--- config.mk ---
export PLATFORM = sky130hd
export DESIGN_NAME = length_prefixed_string_deframer
export DESIGN_NICKNAME = d
export VERILOG_FILES = /design/src/design/lpsd_pkg.sv /design/src/design/lpsd_front.sv /design/src/design/lpsd_queue.sv /design/src/design/length_prefixed_string_deframer.sv
export SDC_FILE = /design/constraint.sdc
export NUM_CORES = 1
export LEC_CHECK = 0
export BUFFER_PORTS_ARGS = -buffer_cell sky130_fd_sc_hd__buf_4
export CORE_AREA = 2 2 123 101
export DETAILED_ROUTE_END_ITERATION = 10
export DIE_AREA = 0 0 125 103
export HOLD_SLACK_MARGIN = 0.08
export PLACE_DENSITY = 0.73
export SLEW_MARGIN = 10
export SYNTH_ARGS = -nofsm -noshare
export SYNTH_HDL_FRONTEND = slang
export SYNTH_SLANG_ARGS = --single-unit
export TNS_END_PERCENT = 50
--- constraint.sdc ---
create_clock -name clk -period 3.8 [get_ports clk]
set_input_delay 0.76 -clock clk [delete_from_list [all_inputs] [get_ports clk]]
set_output_delay 0.76 -clock clk [all_outputs]
set_load 0.03 [all_outputs]
--- src/design/lpsd_pkg.sv ---
// ----------------------------------------------------------------------------
// lpsd_pkg
// Shared types and constants of the length-prefixed string deframer.
// ----------------------------------------------------------------------------
package lpsd_pkg;

	localparam int DEF_LENGTH_BITS = 32;
	localparam int QUEUE_DEPTH     = 4;

	localparam int MORE_BIT  = 7;
	localparam int GROUP_W   = 7;

	localparam logic [1:0] KIND_BODY  = 2'd0;
	localparam logic [1:0] KIND_EMPTY = 2'd1;
	localparam logic [1:0] KIND_ERROR = 2'd2;

	typedef struct packed {
		logic [1:0] kind;
		logic [7:0] data;
		logic       last;
	} res_t;

endpackage

--- src/design/lpsd_front.sv ---
// ----------------------------------------------------------------------------
// lpsd_front
// Prefix parser: gathers the length prefix, counts body bytes and emits
// one result record per byte that causes one.
// ----------------------------------------------------------------------------
module lpsd_front #(
	parameter int LENGTH_BITS = lpsd_pkg::DEF_LENGTH_BITS
) (
	input  logic           clk,
	input  logic           arst_n,
	input  logic           take,
	input  logic [7:0]     in_byte,
	output logic           res_valid,
	output lpsd_pkg::res_t res
);

	localparam int MAX_PREFIX = (LENGTH_BITS + 6) / 7;
	localparam int CNT_W      = (MAX_PREFIX > 1) ? $clog2(MAX_PREFIX) : 1;
	localparam int GRP_VEC_W  = lpsd_pkg::GROUP_W * MAX_PREFIX;

	logic                   in_body_q;
	logic [LENGTH_BITS-1:0] length_q;
	logic [CNT_W-1:0]       count_q;
	logic [LENGTH_BITS-1:0] left_q;

	logic [GRP_VEC_W-1:0]   grp;
	logic [LENGTH_BITS-1:0] acc_next;
	logic [CNT_W:0]         count_inc;
	logic                   overlong;
	logic                   more;
	logic [LENGTH_BITS-1:0] left_dec;
	logic                   res_hit;

	always_comb begin
		grp = '0;
		for (int g = 0; g < MAX_PREFIX; g++) begin
			if (count_q == CNT_W'(g)) begin
				grp[lpsd_pkg::GROUP_W*g +: lpsd_pkg::GROUP_W] =
					in_byte[lpsd_pkg::GROUP_W-1:0];
			end
		end
	end

	assign acc_next  = length_q | grp[LENGTH_BITS-1:0];
	assign count_inc = {1'b0, count_q} + (CNT_W+1)'(1);
	assign overlong  = count_inc >= (CNT_W+1)'(MAX_PREFIX);
	assign more      = in_byte[lpsd_pkg::MORE_BIT];
	assign left_dec  = left_q - LENGTH_BITS'(1);

	always_comb begin
		res_hit   = 1'b0;
		res.kind  = lpsd_pkg::KIND_BODY;
		res.data  = 8'd0;
		res.last  = 1'b0;
		priority if (in_body_q) begin
			res_hit  = 1'b1;
			res.data = in_byte;
			res.last = (left_dec == '0);
		end else if (more) begin
			if (overlong) begin
				res_hit  = 1'b1;
				res.kind = lpsd_pkg::KIND_ERROR;
				res.last = 1'b1;
			end
		end else begin
			if (acc_next == '0) begin
				res_hit  = 1'b1;
				res.kind = lpsd_pkg::KIND_EMPTY;
				res.last = 1'b1;
			end
		end
	end

	assign res_valid = take & res_hit;

	always_ff @(posedge clk or negedge arst_n) begin
		if (!arst_n) begin
			in_body_q <= 1'b0;
			length_q  <= '0;
			count_q   <= '0;
			left_q    <= '0;
		end else if (take) begin
			priority if (in_body_q) begin
				left_q <= left_dec;
				if (left_dec == '0) begin
					in_body_q <= 1'b0;
				end
			end else if (more) begin
				if (overlong) begin
					length_q <= '0;
					count_q  <= '0;
				end else begin
					length_q <= acc_next;
					count_q  <= count_inc[CNT_W-1:0];
				end
			end else begin
				length_q <= '0;
				count_q  <= '0;
				if (acc_next != '0) begin
					left_q    <= acc_next;
					in_body_q <= 1'b1;
				end
			end
		end
	end

	a_res_needs_take: assert property (@(posedge clk) disable iff (!arst_n)
		res_valid |-> take)
		else $error("result without accepted byte");

	a_body_has_left: assert property (@(posedge clk) disable iff (!arst_n)
		in_body_q |-> (left_q != '0))
		else $error("body state with no bytes left");

	a_marker_is_last: assert property (@(posedge clk) disable iff (!arst_n)
		(res_valid && (res.kind == lpsd_pkg::KIND_ERROR || res.kind == lpsd_pkg::KIND_EMPTY))
		|-> (res.last && res.data == 8'd0))
		else $error("marker result malformed");

endmodule

--- src/design/lpsd_queue.sv ---
// ----------------------------------------------------------------------------
// lpsd_queue
// Result queue: holds records from the parser until the consumer pops them.
// ----------------------------------------------------------------------------
module lpsd_queue (
	input  logic           clk,
	input  logic           arst_n,
	input  logic           wr_en,
	input  lpsd_pkg::res_t wr_data,
	output logic           full,
	output logic           empty,
	input  logic           rd_en,
	output lpsd_pkg::res_t rd_data
);

	localparam int DEPTH = lpsd_pkg::QUEUE_DEPTH;
	localparam int AW    = (DEPTH > 1) ? $clog2(DEPTH) : 1;

	lpsd_pkg::res_t entry_q [DEPTH];
	logic [AW-1:0]  wr_ptr_q;
	logic [AW-1:0]  rd_ptr_q;
	logic [AW:0]    count_q;
	logic           push_ok;
	logic           pop_ok;

	assign full    = (count_q == (AW+1)'(DEPTH));
	assign empty   = (count_q == '0);
	assign push_ok = wr_en & ~full;
	assign pop_ok  = rd_en & ~empty;
	assign rd_data = entry_q[rd_ptr_q];

	always_ff @(posedge clk) begin
		if (push_ok) begin
			entry_q[wr_ptr_q] <= wr_data;
		end
	end

	always_ff @(posedge clk or negedge arst_n) begin
		if (!arst_n) begin
			wr_ptr_q <= '0;
			rd_ptr_q <= '0;
			count_q  <= '0;
		end else begin
			if (push_ok) begin
				wr_ptr_q <= (wr_ptr_q == AW'(DEPTH-1)) ? '0 : wr_ptr_q + AW'(1);
			end
			if (pop_ok) begin
				rd_ptr_q <= (rd_ptr_q == AW'(DEPTH-1)) ? '0 : rd_ptr_q + AW'(1);
			end
			unique case ({push_ok, pop_ok})
				2'b10:   count_q <= count_q + (AW+1)'(1);
				2'b01:   count_q <= count_q - (AW+1)'(1);
				default: count_q <= count_q;
			endcase
		end
	end

	a_no_overflow: assert property (@(posedge clk) disable iff (!arst_n)
		count_q <= (AW+1)'(DEPTH))
		else $error("queue count beyond depth");

	a_count_steady: assert property (@(posedge clk) disable iff (!arst_n)
		(push_ok && pop_ok) |=> $stable(count_q))
		else $error("count moved on push with pop");

	a_push_grows: assert property (@(posedge clk) disable iff (!arst_n)
		(push_ok && !pop_ok) |=> !empty)
		else $error("queue empty after push");

endmodule

--- src/design/length_prefixed_string_deframer.sv ---
// ----------------------------------------------------------------------------
// length_prefixed_string_deframer
// Splits a byte stream of length-prefixed strings into body bytes, empty
// string markers and overlong prefix errors.
// ----------------------------------------------------------------------------
// Takes one byte per cycle whenever full is low, and results can be popped
// one per cycle while empty is low; a byte goes through the prefix parser in
// the cycle it is pushed, and its result, if any, is visible on the result
// side the next cycle. A four-entry result queue separates the two sides, so
// push stalls only once four results wait unpopped. Each string starts with a
// little-endian prefix of 7-bit groups, bit 7 meaning another prefix byte
// follows; prefix bytes give no result except an empty string (kind 1) or an
// overlong prefix error (kind 2) after ceil(LENGTH_BITS/7) continuing bytes.
// Body bytes come out as kind 0, the final one with out_last set.
module length_prefixed_string_deframer #(
	parameter int LENGTH_BITS = lpsd_pkg::DEF_LENGTH_BITS
) (
	input  logic       clk,
	input  logic       arst_n,
	input  logic       push,
	output logic       full,
	input  logic [7:0] in_byte,
	output logic       empty,
	input  logic       pop,
	output logic [1:0] out_kind,
	output logic [7:0] out_byte,
	output logic       out_last
);

	logic           take;
	logic           res_valid;
	lpsd_pkg::res_t res;
	lpsd_pkg::res_t head;

	assign take = push & ~full;

	lpsd_front #(
		.LENGTH_BITS (LENGTH_BITS)
	) u_front (
		.clk       (clk),
		.arst_n    (arst_n),
		.take      (take),
		.in_byte   (in_byte),
		.res_valid (res_valid),
		.res       (res)
	);

	lpsd_queue u_queue (
		.clk     (clk),
		.arst_n  (arst_n),
		.wr_en   (res_valid),
		.wr_data (res),
		.full    (full),
		.empty   (empty),
		.rd_en   (pop),
		.rd_data (head)
	);

	assign out_kind = head.kind;
	assign out_byte = head.data;
	assign out_last = head.last;

endmodule

==> summary.txt, run 1 <==
Timing
  • Rel. slew slack: between 30% and 40%
  • Setup Skew: roughly 0.0055 ns
  • Final hold vios: 0
  • Max-slew violations: 0
  • Setup_tns: 0 ns
  • Crit share post-route: between 80% and 90%
  • Setup Viol. Count Final: 0
  • Worst Max-Slew Pin Slew: roughly 1 ns
  • FMAX: between 200 and 300 MHz
  • Unrepaired setup endpoints after global routing: false
  • Crit path time final: 3.375 ns
  • Worst Slack Setup Final: roughly 0.42 ns

CTS
  • H-tree levels: 4
  • Clk pin slew, worst setup/hold paths: 0.06 ns
  • Clock insertion delay at the later pin of the skew report: about 0.43 ns
  • Clock Root Buffer: clkbuf_16
  • PostCTS Resize Cnt: 0
  • Cts-stage hold buffer count: 0
  • Bufs on Longest Clock Path: 2
  • CTS tree: built
  • CTS buffer count: 17
  • Clk sinks: between 100 and 150
  • Setup Buffers After CTS: 0

Routing
  • Post-route ant nets: 0
  • Wire per inst: roughly 23 µm
  • Post-Route WL: 18210 µm
  • DR pass1 iterations: 6
  • DR DRC count: 0
  • Initial DRC count: approximately 560
  • Vias/cell: a little under 7
  • Vias: around 5500

Floorplan
  • Die area: between 10000 and 15000 µm²
  • Core footprint: about 12000 µm²
  • Die width: between 100 and 150 µm
  • Initial Util: 56.35%
  • Core Rows: 36
  • Die Y: around 100 µm
  • IO Count: 25

Place
  • Dpl ws: 0.3410 ns
  • IO Port Bufs: 24
  • Cells after DPL: roughly 770
  • HPWL Detailed: 12450 µm
  • Placed cell area: 6919 µm²
  • GPL Wtd Cong: between 0.9 and 1

Logic synthesis
  • Mapped Avg Cell Area: between 10 and 15 µm²
  • Post-Synthesis Cells: between 600 and 700
  • #FFs+latches synth: ~120
  • Synthesized cell area: ~6700 µm²
  • Post-synth EDFFs: 44
  • Synth top cells by count: dfrtp_1 (75), nor2_1 (54), edfxtp_1 (44)
  • Synth unique cells: 80
  • Synth async-reset ratio: between 60% and 70%
  • Yosys top cell area share: 28.22%
  • Syn nets: approximately 660
  • Sequential fraction of the synthesis area: around 48%
  • Primary FF master, synth: dfrtp_1
  • Synth Warn #: 0
  • Top cell type by total area after synthesis: dfrtp_1
  • Area contributors post-synth: dfrtp_1 (28%), edfxtp_1 (20%), mux4_2 (3.7%), a21oi_1 (3.1%), nor2_1 (3.0%)
  • Most numerous cell in the Yosys netlist: dfrtp_1

Finish
  • Fin nets: approximately 670
  • Layout cells sized above 1: about a fifth
  • Syn-to-layout area delta: 12.61%
  • Diodes inserted: 0
  • Non-Filler Instances: between 800 and 900
  • Number of fill cells: between 900 and 1000
  • Post-layout instance area: around 7500 µm²

Flow run
  • Maxcap violations: 0

Global route
  • Vias in the first global route: a little over 5000
  • Total grt overflow: 0
  • Largest net degree at the start of global routing: 76
  • First-pass GRT wire length: 28600 µm
  • Initial antenna violation count: 0
  • GRT Total Usage: 29.36%

Power
  • Leak Pwr: around 0.003 µW
  • Worst vdd ir: 580.2 µV
  • Pwr Total: about 5100 µW
  • Power Density: 676.7 nW/µm²

Critical path
  • Critical Path AT: ~3.7 ns
  • Critical path startpoint category: register
  • Critical Path RT: approximately 4.1 ns
  • Worst Path Class, Setup: reg -> reg
  • CP Max Fanout: 11
  • Kind of end point of the critical path: register

Status
  • Status: finished, final reports clean

Hold path
  • Hold Crit Class: in -> async
registers in the layout, indices dropped and copies added, names as in the netlist:
name	cells
u_queue.entry_q	44
u_queue.wr_ptr_q	2
u_front.in_body_q	1
u_front.length_q	32
u_front.count_q	3
u_queue.rd_ptr_q	2
u_queue.count_q	3
u_front.left_q	32
kinds of logic after synthesis:
| group | after synthesis | share of synthesized area, % |
|---|---|---|
| multiplexers | 31 | 6.999 |
| adder cells (fa/ha/maj) | 14 | 2.747 |
| buffers and inverters | 67 | 4.214 |
| AO/OA/AOI/OAI | 186 | 19.68 |
| flip-flops | 119 | 48.09 |
| AND/OR/NAND/NOR | 204 | 17.08 |
| XOR/XNOR | 9 | 1.185 |
placed cells by master, fill, tap and decap left out, types with 5 or more instances in the layout:
cell type  instances
dfrtp_1           75
nor2_1            54
edfxtp_1          44
a21oi_1           41
buf_4             37
nand2_1           31
o21ai_0           25
a31oi_1           25
inv_1             21
nor3_1            17
nor4_1            17
clkbuf_16         17
ha_1              13
and2_1            11
mux4_2            11
mux2_2            10
o2bb2ai_1         10
nand4_1            9
nor2b_1            9
o22ai_1            9
mux2i_1            9
or2_2              8
a21o_1             8
nand3_1            8
or3_1              8
xnor2_1            7
a221o_1            7
nand2b_1           5
o31ai_1            5
a31o_2             5
o21a_1             5
and3_1             5
clkinv_4           5
critical path: stages, from the launching register on:
cell and delay (ns):
dfrtp_1 0.43, inv_1 0.12, ha_1 0.37, or2_2 0.34
a221oi_2 0.29, and4_1 0.27, nand3_1 0.14, a31oi_2 0.37
inv_1 0.11, ha_1 0.22, inv_1 0.07, fa_1 0.39
o21ai_0 0.18
report_power, final:
group          switching, µW  total (µW)  internal (µW)
Clock                    635        1540            910
Sequential               249        1830           1580
Combinational           1030        1700            667
Total                   1910        5070           3150
layout make-up:
cell class,instances,area [µm²],share of cell area (%)
clock buffers,17,425.4,5.681
clock inverters,15,143.9,1.921
inverters,21,78.83,1.053
multi-input cells,444,3174,42.39
flip-flops and latches,119,3198,42.71
well taps,152,190.2,2.540
repair buffers,37,277.8,3.709
stage by stage:
stage                     hold WS (ns)  util, %
final                           0.4703    63.45
after global routing            0.5123    63.45
after CTS                       0.4899    63.45
after detailed placement        0.4803    58.63
after global placement          0.4806    58.63
after floorplan                 0.4560        -
metal layers:
metal | global-route usage (%) | wire, µm
met1 | 42.69 | 8258
met2 | 42.14 | 7776
met3 | 8.563 | 1812
met4 | 10.77 | 358
met5 | 0 | 0
final timing paths:
kind                                                startpoint                               to  slack (ns)  cells past startpoint
worst max-delay path            u_front.count_q[0]$_DFFE_PN0P_   u_queue.count_q[1]$_DFFE_PN0P_        0.42                     12
worst min-delay path                                    arst_n   u_queue.count_q[0]$_DFFE_PN0P_        0.47                      1
worst max register to register  u_front.count_q[0]$_DFFE_PN0P_   u_queue.count_q[1]$_DFFE_PN0P_        0.42                     12
worst min register to register  u_queue.count_q[2]$_DFFE_PN0P_   u_queue.count_q[2]$_DFFE_PN0P_        0.49                      1
max in group asynchronous                               arst_n  u_front.length_q[8]$_DFFE_PN0P_        2.67                      1
min in group clk                u_queue.count_q[2]$_DFFE_PN0P_   u_queue.count_q[2]$_DFFE_PN0P_        0.49                      1
Note: power is estimated with default switching activity, not from simulation.
==> run 2, diff against run 1 <==
--- a/config.mk
+++ b/config.mk
@@ -8,2 +8,3 @@
 export BUFFER_PORTS_ARGS = -buffer_cell sky130_fd_sc_hd__buf_4
+export CAP_MARGIN = 0
 export CORE_AREA = 2 2 123 101
@@ -17,2 +18,2 @@
 export SYNTH_SLANG_ARGS = --single-unit
-export TNS_END_PERCENT = 50
+export TNS_END_PERCENT = 20
==> constraint.sdc (replaced) <==
create_clock -name clk -period 3.8 [get_ports clk]
set_input_delay 0.95 -clock clk [delete_from_list [all_inputs] [get_ports clk]]
set_output_delay 0.95 -clock clk [all_outputs]
set_load 0.03 [all_outputs]
==> summary.txt, run 2 (same netlist as run 1, synthesis figures left out) <==
CTS
  • Bufs on Longest Clock Path: 2 (unchanged)
  • Setup Buffers After CTS: 0 (unchanged)
  • Clk sinks: 119 (unchanged)
  • CTS tree: built
  • Cts-stage hold buffer count: 0 (unchanged)
  • PostCTS Resize Cnt: 0 (unchanged)
  • Clk pin slew, worst setup/hold paths: 0.06 ns (about the same)
  • H-tree levels: 4 (unchanged)
  • Clock insertion delay at the later pin of the skew report: 0.42 ns (about the same)
  • Clock Root Buffer: clkbuf_16
  • CTS buffer count: 17 (unchanged)

Critical path
  • Kind of end point of the critical path: register
  • Critical path startpoint category: register
  • CP Max Fanout: 18 (+7)
  • Reg2reg end: u_queue.entry_q[1][9]$_DFFE_PP_
  • Critical Path AT: 3.48 ns (-0.24 ns)
  • Worst R2R Setup Slack: 0.37 ns (-0.05 ns)
  • End point of the critical path: u_queue.entry_q[1][9]$_DFFE_PP_
  • Critical Path RT: 3.86 ns (-0.28 ns)
  • Depth of the most critical reg-to-reg path: 9 (-3)
  • Critical path origin: u_front.count_q[2]$_DFFE_PN0P_
  • Reg2reg start: u_front.count_q[2]$_DFFE_PN0P_
  • Worst Path Class, Setup: reg -> reg

Routing
  • Post-route ant nets: 0 (unchanged)
  • Wire per inst: 22.67 µm (+0.25%)
  • Initial DRC count: 664 (+18%)
  • DR DRC count: 0 (unchanged)
  • Vias/cell: 6.782 (-0.79%)
  • Vias: 5480 (-0.42%)
  • DR pass1 iterations: 6 (unchanged)
  • Post-Route WL: 18320 µm (+0.62%)

Power
  • Worst vdd ir: 388.7 µV (-33%)
  • Power Density: 686.9 nW/µm² (+1.5%)
  • Net Sw Power: 1952 µW (+1.9%)
  • Leak Pwr: 0.002977 µW (+1.1%)
  • Switching Fraction: 37.64% (-0.15 points)
  • Clk pwr share: 32.1% (+1.6 points)
  • Share of power burned in registers: 35.5% (-0.5 points)
  • Logic gate share of total power: 32.5% (-1.0 points)
  • Int Pwr: 3234 µW (+2.6%)

Timing
  • Unrepaired setup endpoints after global routing: false
  • Crit path time final: 3.430 ns (+0.05414 ns)
  • Worst Max-Slew Pin Slew: 0.9904 ns (+0.007213 ns)
  • Setup Skew: 0.007809 ns (+0.002292 ns)
  • Max-slew violations: 0 (unchanged)
  • Crit share post-route: 90.25% (+1.4 points)
  • Setup_tns: 0 ns (unchanged)
  • Final hold vios: 0 (unchanged)
  • Rel. slew slack: 33.97% (-0.48 points)
  • Worst Slack Setup Final: 0.3705 ns (-0.05414 ns)
  • FMAX: 291.6 MHz (-1.6%)
  • Hold Worst Slack: 0.4961 ns (+0.02583 ns)
  • Setup Viol. Count Final: 0 (unchanged)

Finish
  • Commonest non-fill, non-tap cell in the layout: dfrtp_1
  • Diodes inserted: 0 (unchanged)
  • Reg area: 3198 µm² (unchanged)
  • Layout cells sized above 1: 19.51% (+0.52 points)
  • Post-layout util: 63.96% (+0.51 points)
  • Largest register FFs: 44 (unchanged)
  • Commonest non-fill, non-tap cells in the layout: dfrtp_1 (75), nor2_1 (54), edfxtp_1 (44), a21oi_1 (41), buf_4 (40)
  • Area taken by multi-input logic gates: 3174 µm² (unchanged)
  • Syn-to-layout area delta: 13.51%
  • Regs by FF count: u_queue.entry_q: 44 flops, u_front.left_q: 32 flops, u_front.length_q: 32 flops
  • Non-Filler Instances: 808 (+0.37%)
  • Fin nets: 669 (+0.45%)
  • Largest Register: u_queue.entry_q
  • Number of fill cells: 929 (-2.3%)

Hold path
  • Hold Path Stages: 1
  • Hold Crit Class: reg -> reg

Place
  • Dpl ws: 0.2427 ns (-0.09830 ns)
  • GPL Wtd Cong: 0.9250 (-0.70%)
  • IO Port Bufs: 24 (unchanged)
  • HPWL Detailed: 12480 µm (+0.25%)
  • Cells after DPL: 776 (+0.39%)

Global route
  • GRT Total Usage: 29.87% (+0.51 points)
  • Vias in the first global route: 5200 (+1.5%)
  • Total grt overflow: 0 (unchanged)
  • Initial antenna violation count: 0 (unchanged)
  • First-pass GRT wire length: 29420 µm (+2.9%)
  • Largest net degree at the start of global routing: 76 (unchanged)

Floorplan
  • Core footprint: 11800 µm² (unchanged)
  • IO Count: 25 (unchanged)
  • Die area: 12880 µm² (unchanged)
  • Die Y: 103 µm (unchanged)
  • Core Rows: 36 (unchanged)
  • Initial Util: 56.35% (unchanged)
  • Die width: 125 µm (unchanged)

Status
  • Status: finished, final reports clean

Flow run
  • Maxcap violations: 0 (unchanged)
[run 2: changes by cell type in the layout (fill, tap and decap cells not counted)]
cell and change:
inv_8 +3, clkinv_2 -1, inv_6 +1, clkinv_1 -1
clkinv_4 -3, buf_4 +3, bufinv_16 +1
[run 2: area by class of cell]
| type | instances | share of cell area, % |
|---|---|---|
| Clock buffer | 17 | 5.636 |
| Clock inverter | 15 | 2.403 |
| Inverter | 21 | 1.044 |
| Multi-Input combinational cell | 444 | 42.05 |
| Sequential cell | 119 | 42.37 |
| Tap cell | 152 | 2.519 |
| Timing Repair Buffer | 40 | 3.978 |
[run 2: worst max-delay path, cell delays in order (launching register included)]
cell and delay [ns]:
dfrtp_1 0.77, inv_1 0.18, ha_1 0.34, a21oi_1 0.28, nand4_1 0.16, nor2_1 0.21
nand3_1 0.16, a31oi_2 0.27, buf_4 0.17, and2_1 0.51
[run 2: worst min path at each step]
| stage | startpoint | to | slack, ns |
|---|---|---|---|
| floorplan | u_queue.count_q[2]$_DFFE_PN0P_ | u_queue.count_q[2]$_DFFE_PN0P_ | 0.46 |
| global placement | u_queue.count_q[2]$_DFFE_PN0P_ | u_queue.count_q[2]$_DFFE_PN0P_ | 0.48 |
| detailed placement | u_queue.count_q[2]$_DFFE_PN0P_ | u_queue.count_q[2]$_DFFE_PN0P_ | 0.48 |
| CTS | u_queue.count_q[2]$_DFFE_PN0P_ | u_queue.count_q[2]$_DFFE_PN0P_ | 0.49 |
| global route | u_queue.count_q[2]$_DFFE_PN0P_ | u_queue.count_q[2]$_DFFE_PN0P_ | 0.50 |
| finish | u_queue.count_q[2]$_DFFE_PN0P_ | u_queue.count_q[2]$_DFFE_PN0P_ | 0.50 |
[run 2: power groups by stage]
| stage | sequential, µW | combinational, µW | clock (µW) |
|---|---|---|---|
| floorplan | 1710 | 1260 | 0 |
| finish | 1840 | 1680 | 1660 |
| global placement | 1840 | 1610 | 0 |
| CTS | 1840 | 1670 | 1670 |
| global route | 1870 | 1800 | 1730 |
| detailed placement | 1860 | 1660 | 0 |
[run 2: per-stage QoR]
step	total power [µW]	cell area (µm²)
5_1_grt	5409	7548
2_1_floorplan	2964	6650
3_3_place_gp	3449	6942
6_report	5185	7548
3_5_place_dp	3515	6942
4_1_cts	5183	7548
[run 2: routing by layer]
layer	vias to the layer above	share of wire [%]	track usage, %
li1	2434	-	-
met4	0	2.2	10.94
met5	-	0	0
met2	287	43	43.19
met3	43	8.6	7.732
met1	2716	46	43.91
==> run 3, diff against run 2 <==
Settings changed: BUFFER_PORTS_ARGS -buffer_cell sky130_fd_sc_hd__buf_4 to -buffer_cell sky130_fd_sc_hd__buf_2.
==> summary.txt, run 3 (same netlist as run 1, synthesis figures left out) <==
Finish
  • Regs by FF count: u_queue.entry_q: 44 flops, u_front.left_q: 32 flops, u_front.length_q: 32 flops
  • Commonest non-fill, non-tap cell in the layout: dfrtp_1
  • Commonest non-fill, non-tap cells in the layout: dfrtp_1 (75), nor2_1 (54), edfxtp_1 (44), a21oi_1 (41), nand2_1 (31)
  • Largest Register: u_queue.entry_q
  • Number of fill cells: 927 (-0.22%)
  • Post-layout instance area: 7531 µm² (-0.23%)
  • Fin nets: 670 (+0.15%)
  • Layout cells sized above 1: 19.48% (-0.030 points)
  • Largest register FFs: 44 (unchanged)
  • Syn-to-layout area delta: 13.25%
  • Diodes inserted: 0 (unchanged)

Routing
  • DR pass1 iterations: 8 (+2)
  • Max layer used: met4
  • Wire length on met1: 8402 µm (-0.40%)
  • Met3 wire len: 1855 µm (+17%)
  • Initial DRC count: 765 (+15%)
  • DR DRC count: 0 (unchanged)
  • Met2 Routed Length: 7984 µm (+1.2%)
  • Wire per inst: 22.95 µm (+1.2%)
  • Post-Route WL: 18560 µm (+1.3%)
  • Vias: 5519 (+0.71%)
  • Post-route ant nets: 0 (unchanged)
  • Vias/cell: 6.822 (+0.59%)

Critical path
  • CP Max Fanout: 18 (unchanged)
  • Critical path startpoint category: register
  • Worst Path Class, Setup: reg -> reg
  • Kind of end point of the critical path: register
  • Critical Path RT: 4.14 ns (+0.28 ns)
  • Critical Path AT: 3.66 ns (+0.18 ns)

Timing
  • Crit share post-route: 87.35% (-2.9 points)
  • Setup Viol. Count Final: 0 (unchanged)
  • Setup_tns: 0 ns (unchanged)
  • Setup Skew: 0.01008 ns (+0.002272 ns)
  • Max-slew violations: 0 (unchanged)
  • FMAX: 301.3 MHz (+3.3%)
  • Worst Max-Slew Pin Slew: 0.9795 ns (-0.01095 ns)
  • Final hold vios: 0 (unchanged)
  • Unrepaired setup endpoints after global routing: false
  • Crit path time final: 3.319 ns (-0.1101 ns)
  • Rel. slew slack: 34.70% (+0.73 points)

CTS
  • Clock insertion delay at the later pin of the skew report: 0.42 ns (about the same)
  • Bufs on Longest Clock Path: 2 (unchanged)
  • CTS tree: built
  • Clock Root Buffer: clkbuf_16
  • H-tree levels: 4 (unchanged)
  • PostCTS Resize Cnt: 0 (unchanged)
  • Clk sinks: 119 (unchanged)
  • Cts-stage hold buffer count: 0 (unchanged)
  • Setup Buffers After CTS: 0 (unchanged)
  • CTS buffer count: 17 (unchanged)
  • Clk pin slew, worst setup/hold paths: 0.06 ns (about the same)

Global route
  • Total grt overflow: 0 (unchanged)
  • Largest net degree at the start of global routing: 76 (unchanged)
  • Vias in the first global route: 5045 (-3.0%)
  • GRT Total Usage: 29.81% (-0.067 points)
  • Initial antenna violation count: 0 (unchanged)
  • First-pass GRT wire length: 29260 µm (-0.54%)

Power
  • Power Density: 695.9 nW/µm² (+1.3%)
  • Worst vdd ir: 449.5 µV (+16%)
  • Pwr Total: 5241 µW (+1.1%)
  • Leak Pwr: 0.002979 µW (about the same)

Floorplan
  • Die area: 12880 µm² (unchanged)
  • IO Count: 25 (unchanged)
  • Initial Util: 56.35% (unchanged)
  • Die Y: 103 µm (unchanged)
  • Die width: 125 µm (unchanged)
  • Core footprint: 11800 µm² (unchanged)
  • Core Rows: 36 (unchanged)

Place
  • HPWL Detailed: 12460 µm (-0.12%)
  • IO Port Bufs: 24 (unchanged)
  • GPL Wtd Cong: 0.9408 (+1.7%)
  • Placed cell area: 6892 µm² (-0.72%)

Flow run
  • Maxcap violations: 0 (unchanged)

Status
  • Status: finished, final reports clean

Hold path
  • Hold Crit Class: reg -> reg
==> run 3: through the flow <==
step / std cells / setup WS, ns / hold slack (ns) / util (%)
global route: 809 / 0.2553 / 0.5254 / 63.81
floorplan: 630 / 0.5464 / 0.4560 / -
detailed placement: 777 / 0.2945 / 0.4892 / 58.40
CTS: 809 / 0.5317 / 0.4967 / 63.81
finish: 809 / 0.4806 / 0.4997 / 63.81
global placement: 777 / 0.3443 / 0.4818 / 58.40
==> run 3: path summary, 6_finish.rpt <==
| kind | cells after the start | to | start | slack (ns) |
|---|---|---|---|---|
| min in group asynchronous | 1 | u_queue.count_q[1]$_DFFE_PN0P_ | arst_n | 0.68 |
| setup / recovery | 13 | u_queue.count_q[2]$_DFFE_PN0P_ | u_front.count_q[2]$_DFFE_PN0P_ | 0.48 |
| hold reg to reg | 1 | u_queue.count_q[2]$_DFFE_PN0P_ | u_queue.count_q[2]$_DFFE_PN0P_ | 0.50 |
| hold / removal | 1 | u_queue.count_q[2]$_DFFE_PN0P_ | u_queue.count_q[2]$_DFFE_PN0P_ | 0.50 |
| setup reg to reg | 13 | u_queue.count_q[2]$_DFFE_PN0P_ | u_front.count_q[2]$_DFFE_PN0P_ | 0.48 |
| max in group asynchronous | 1 | u_front.length_q[19]$_DFFE_PN0P_ | arst_n | 2.47 |
==> run 3: report_power, final <==
| part | internal [µW] | switching (µW) |
|---|---|---|
| Combinational | 629 | 1020 |
| Sequential | 1570 | 265 |
| Clock | 1110 | 641 |
==> run 3: layout make-up <==
type	instances	area, µm²	share of cell area (%)
Timing Repair Buffer	41	250.2	3.323
Clock buffer	17	425.4	5.649
Clock inverter	15	214.0	2.841
Multi-Input combinational cell	444	3174	42.15
Inverter	21	78.83	1.047
Sequential cell	119	3198	42.47
Tap cell	152	190.2	2.525
==> run 3: worst max-delay path, cell delays in order (launching register included) <==
cell and delay, ns:
dfrtp_1 0.78, inv_1 0.21, ha_1 0.38, o32ai_1 0.16, or2_2 0.32, o21ai_0 0.20, a31oi_2 0.09, inv_1 0.09
ha_1 0.17, inv_1 0.06, fa_1 0.37, xor2_1 0.15, nor2_1 0.11, xor2_1 0.15
==> run 3: metal layers <==
layer / track usage [%] / up-vias
li1: - / 2439
met1: 45.11 / 2748
met2: 42.35 / 300
met3: 7.836 / 32
met4: 8.889 / 0
met5: 0 / -
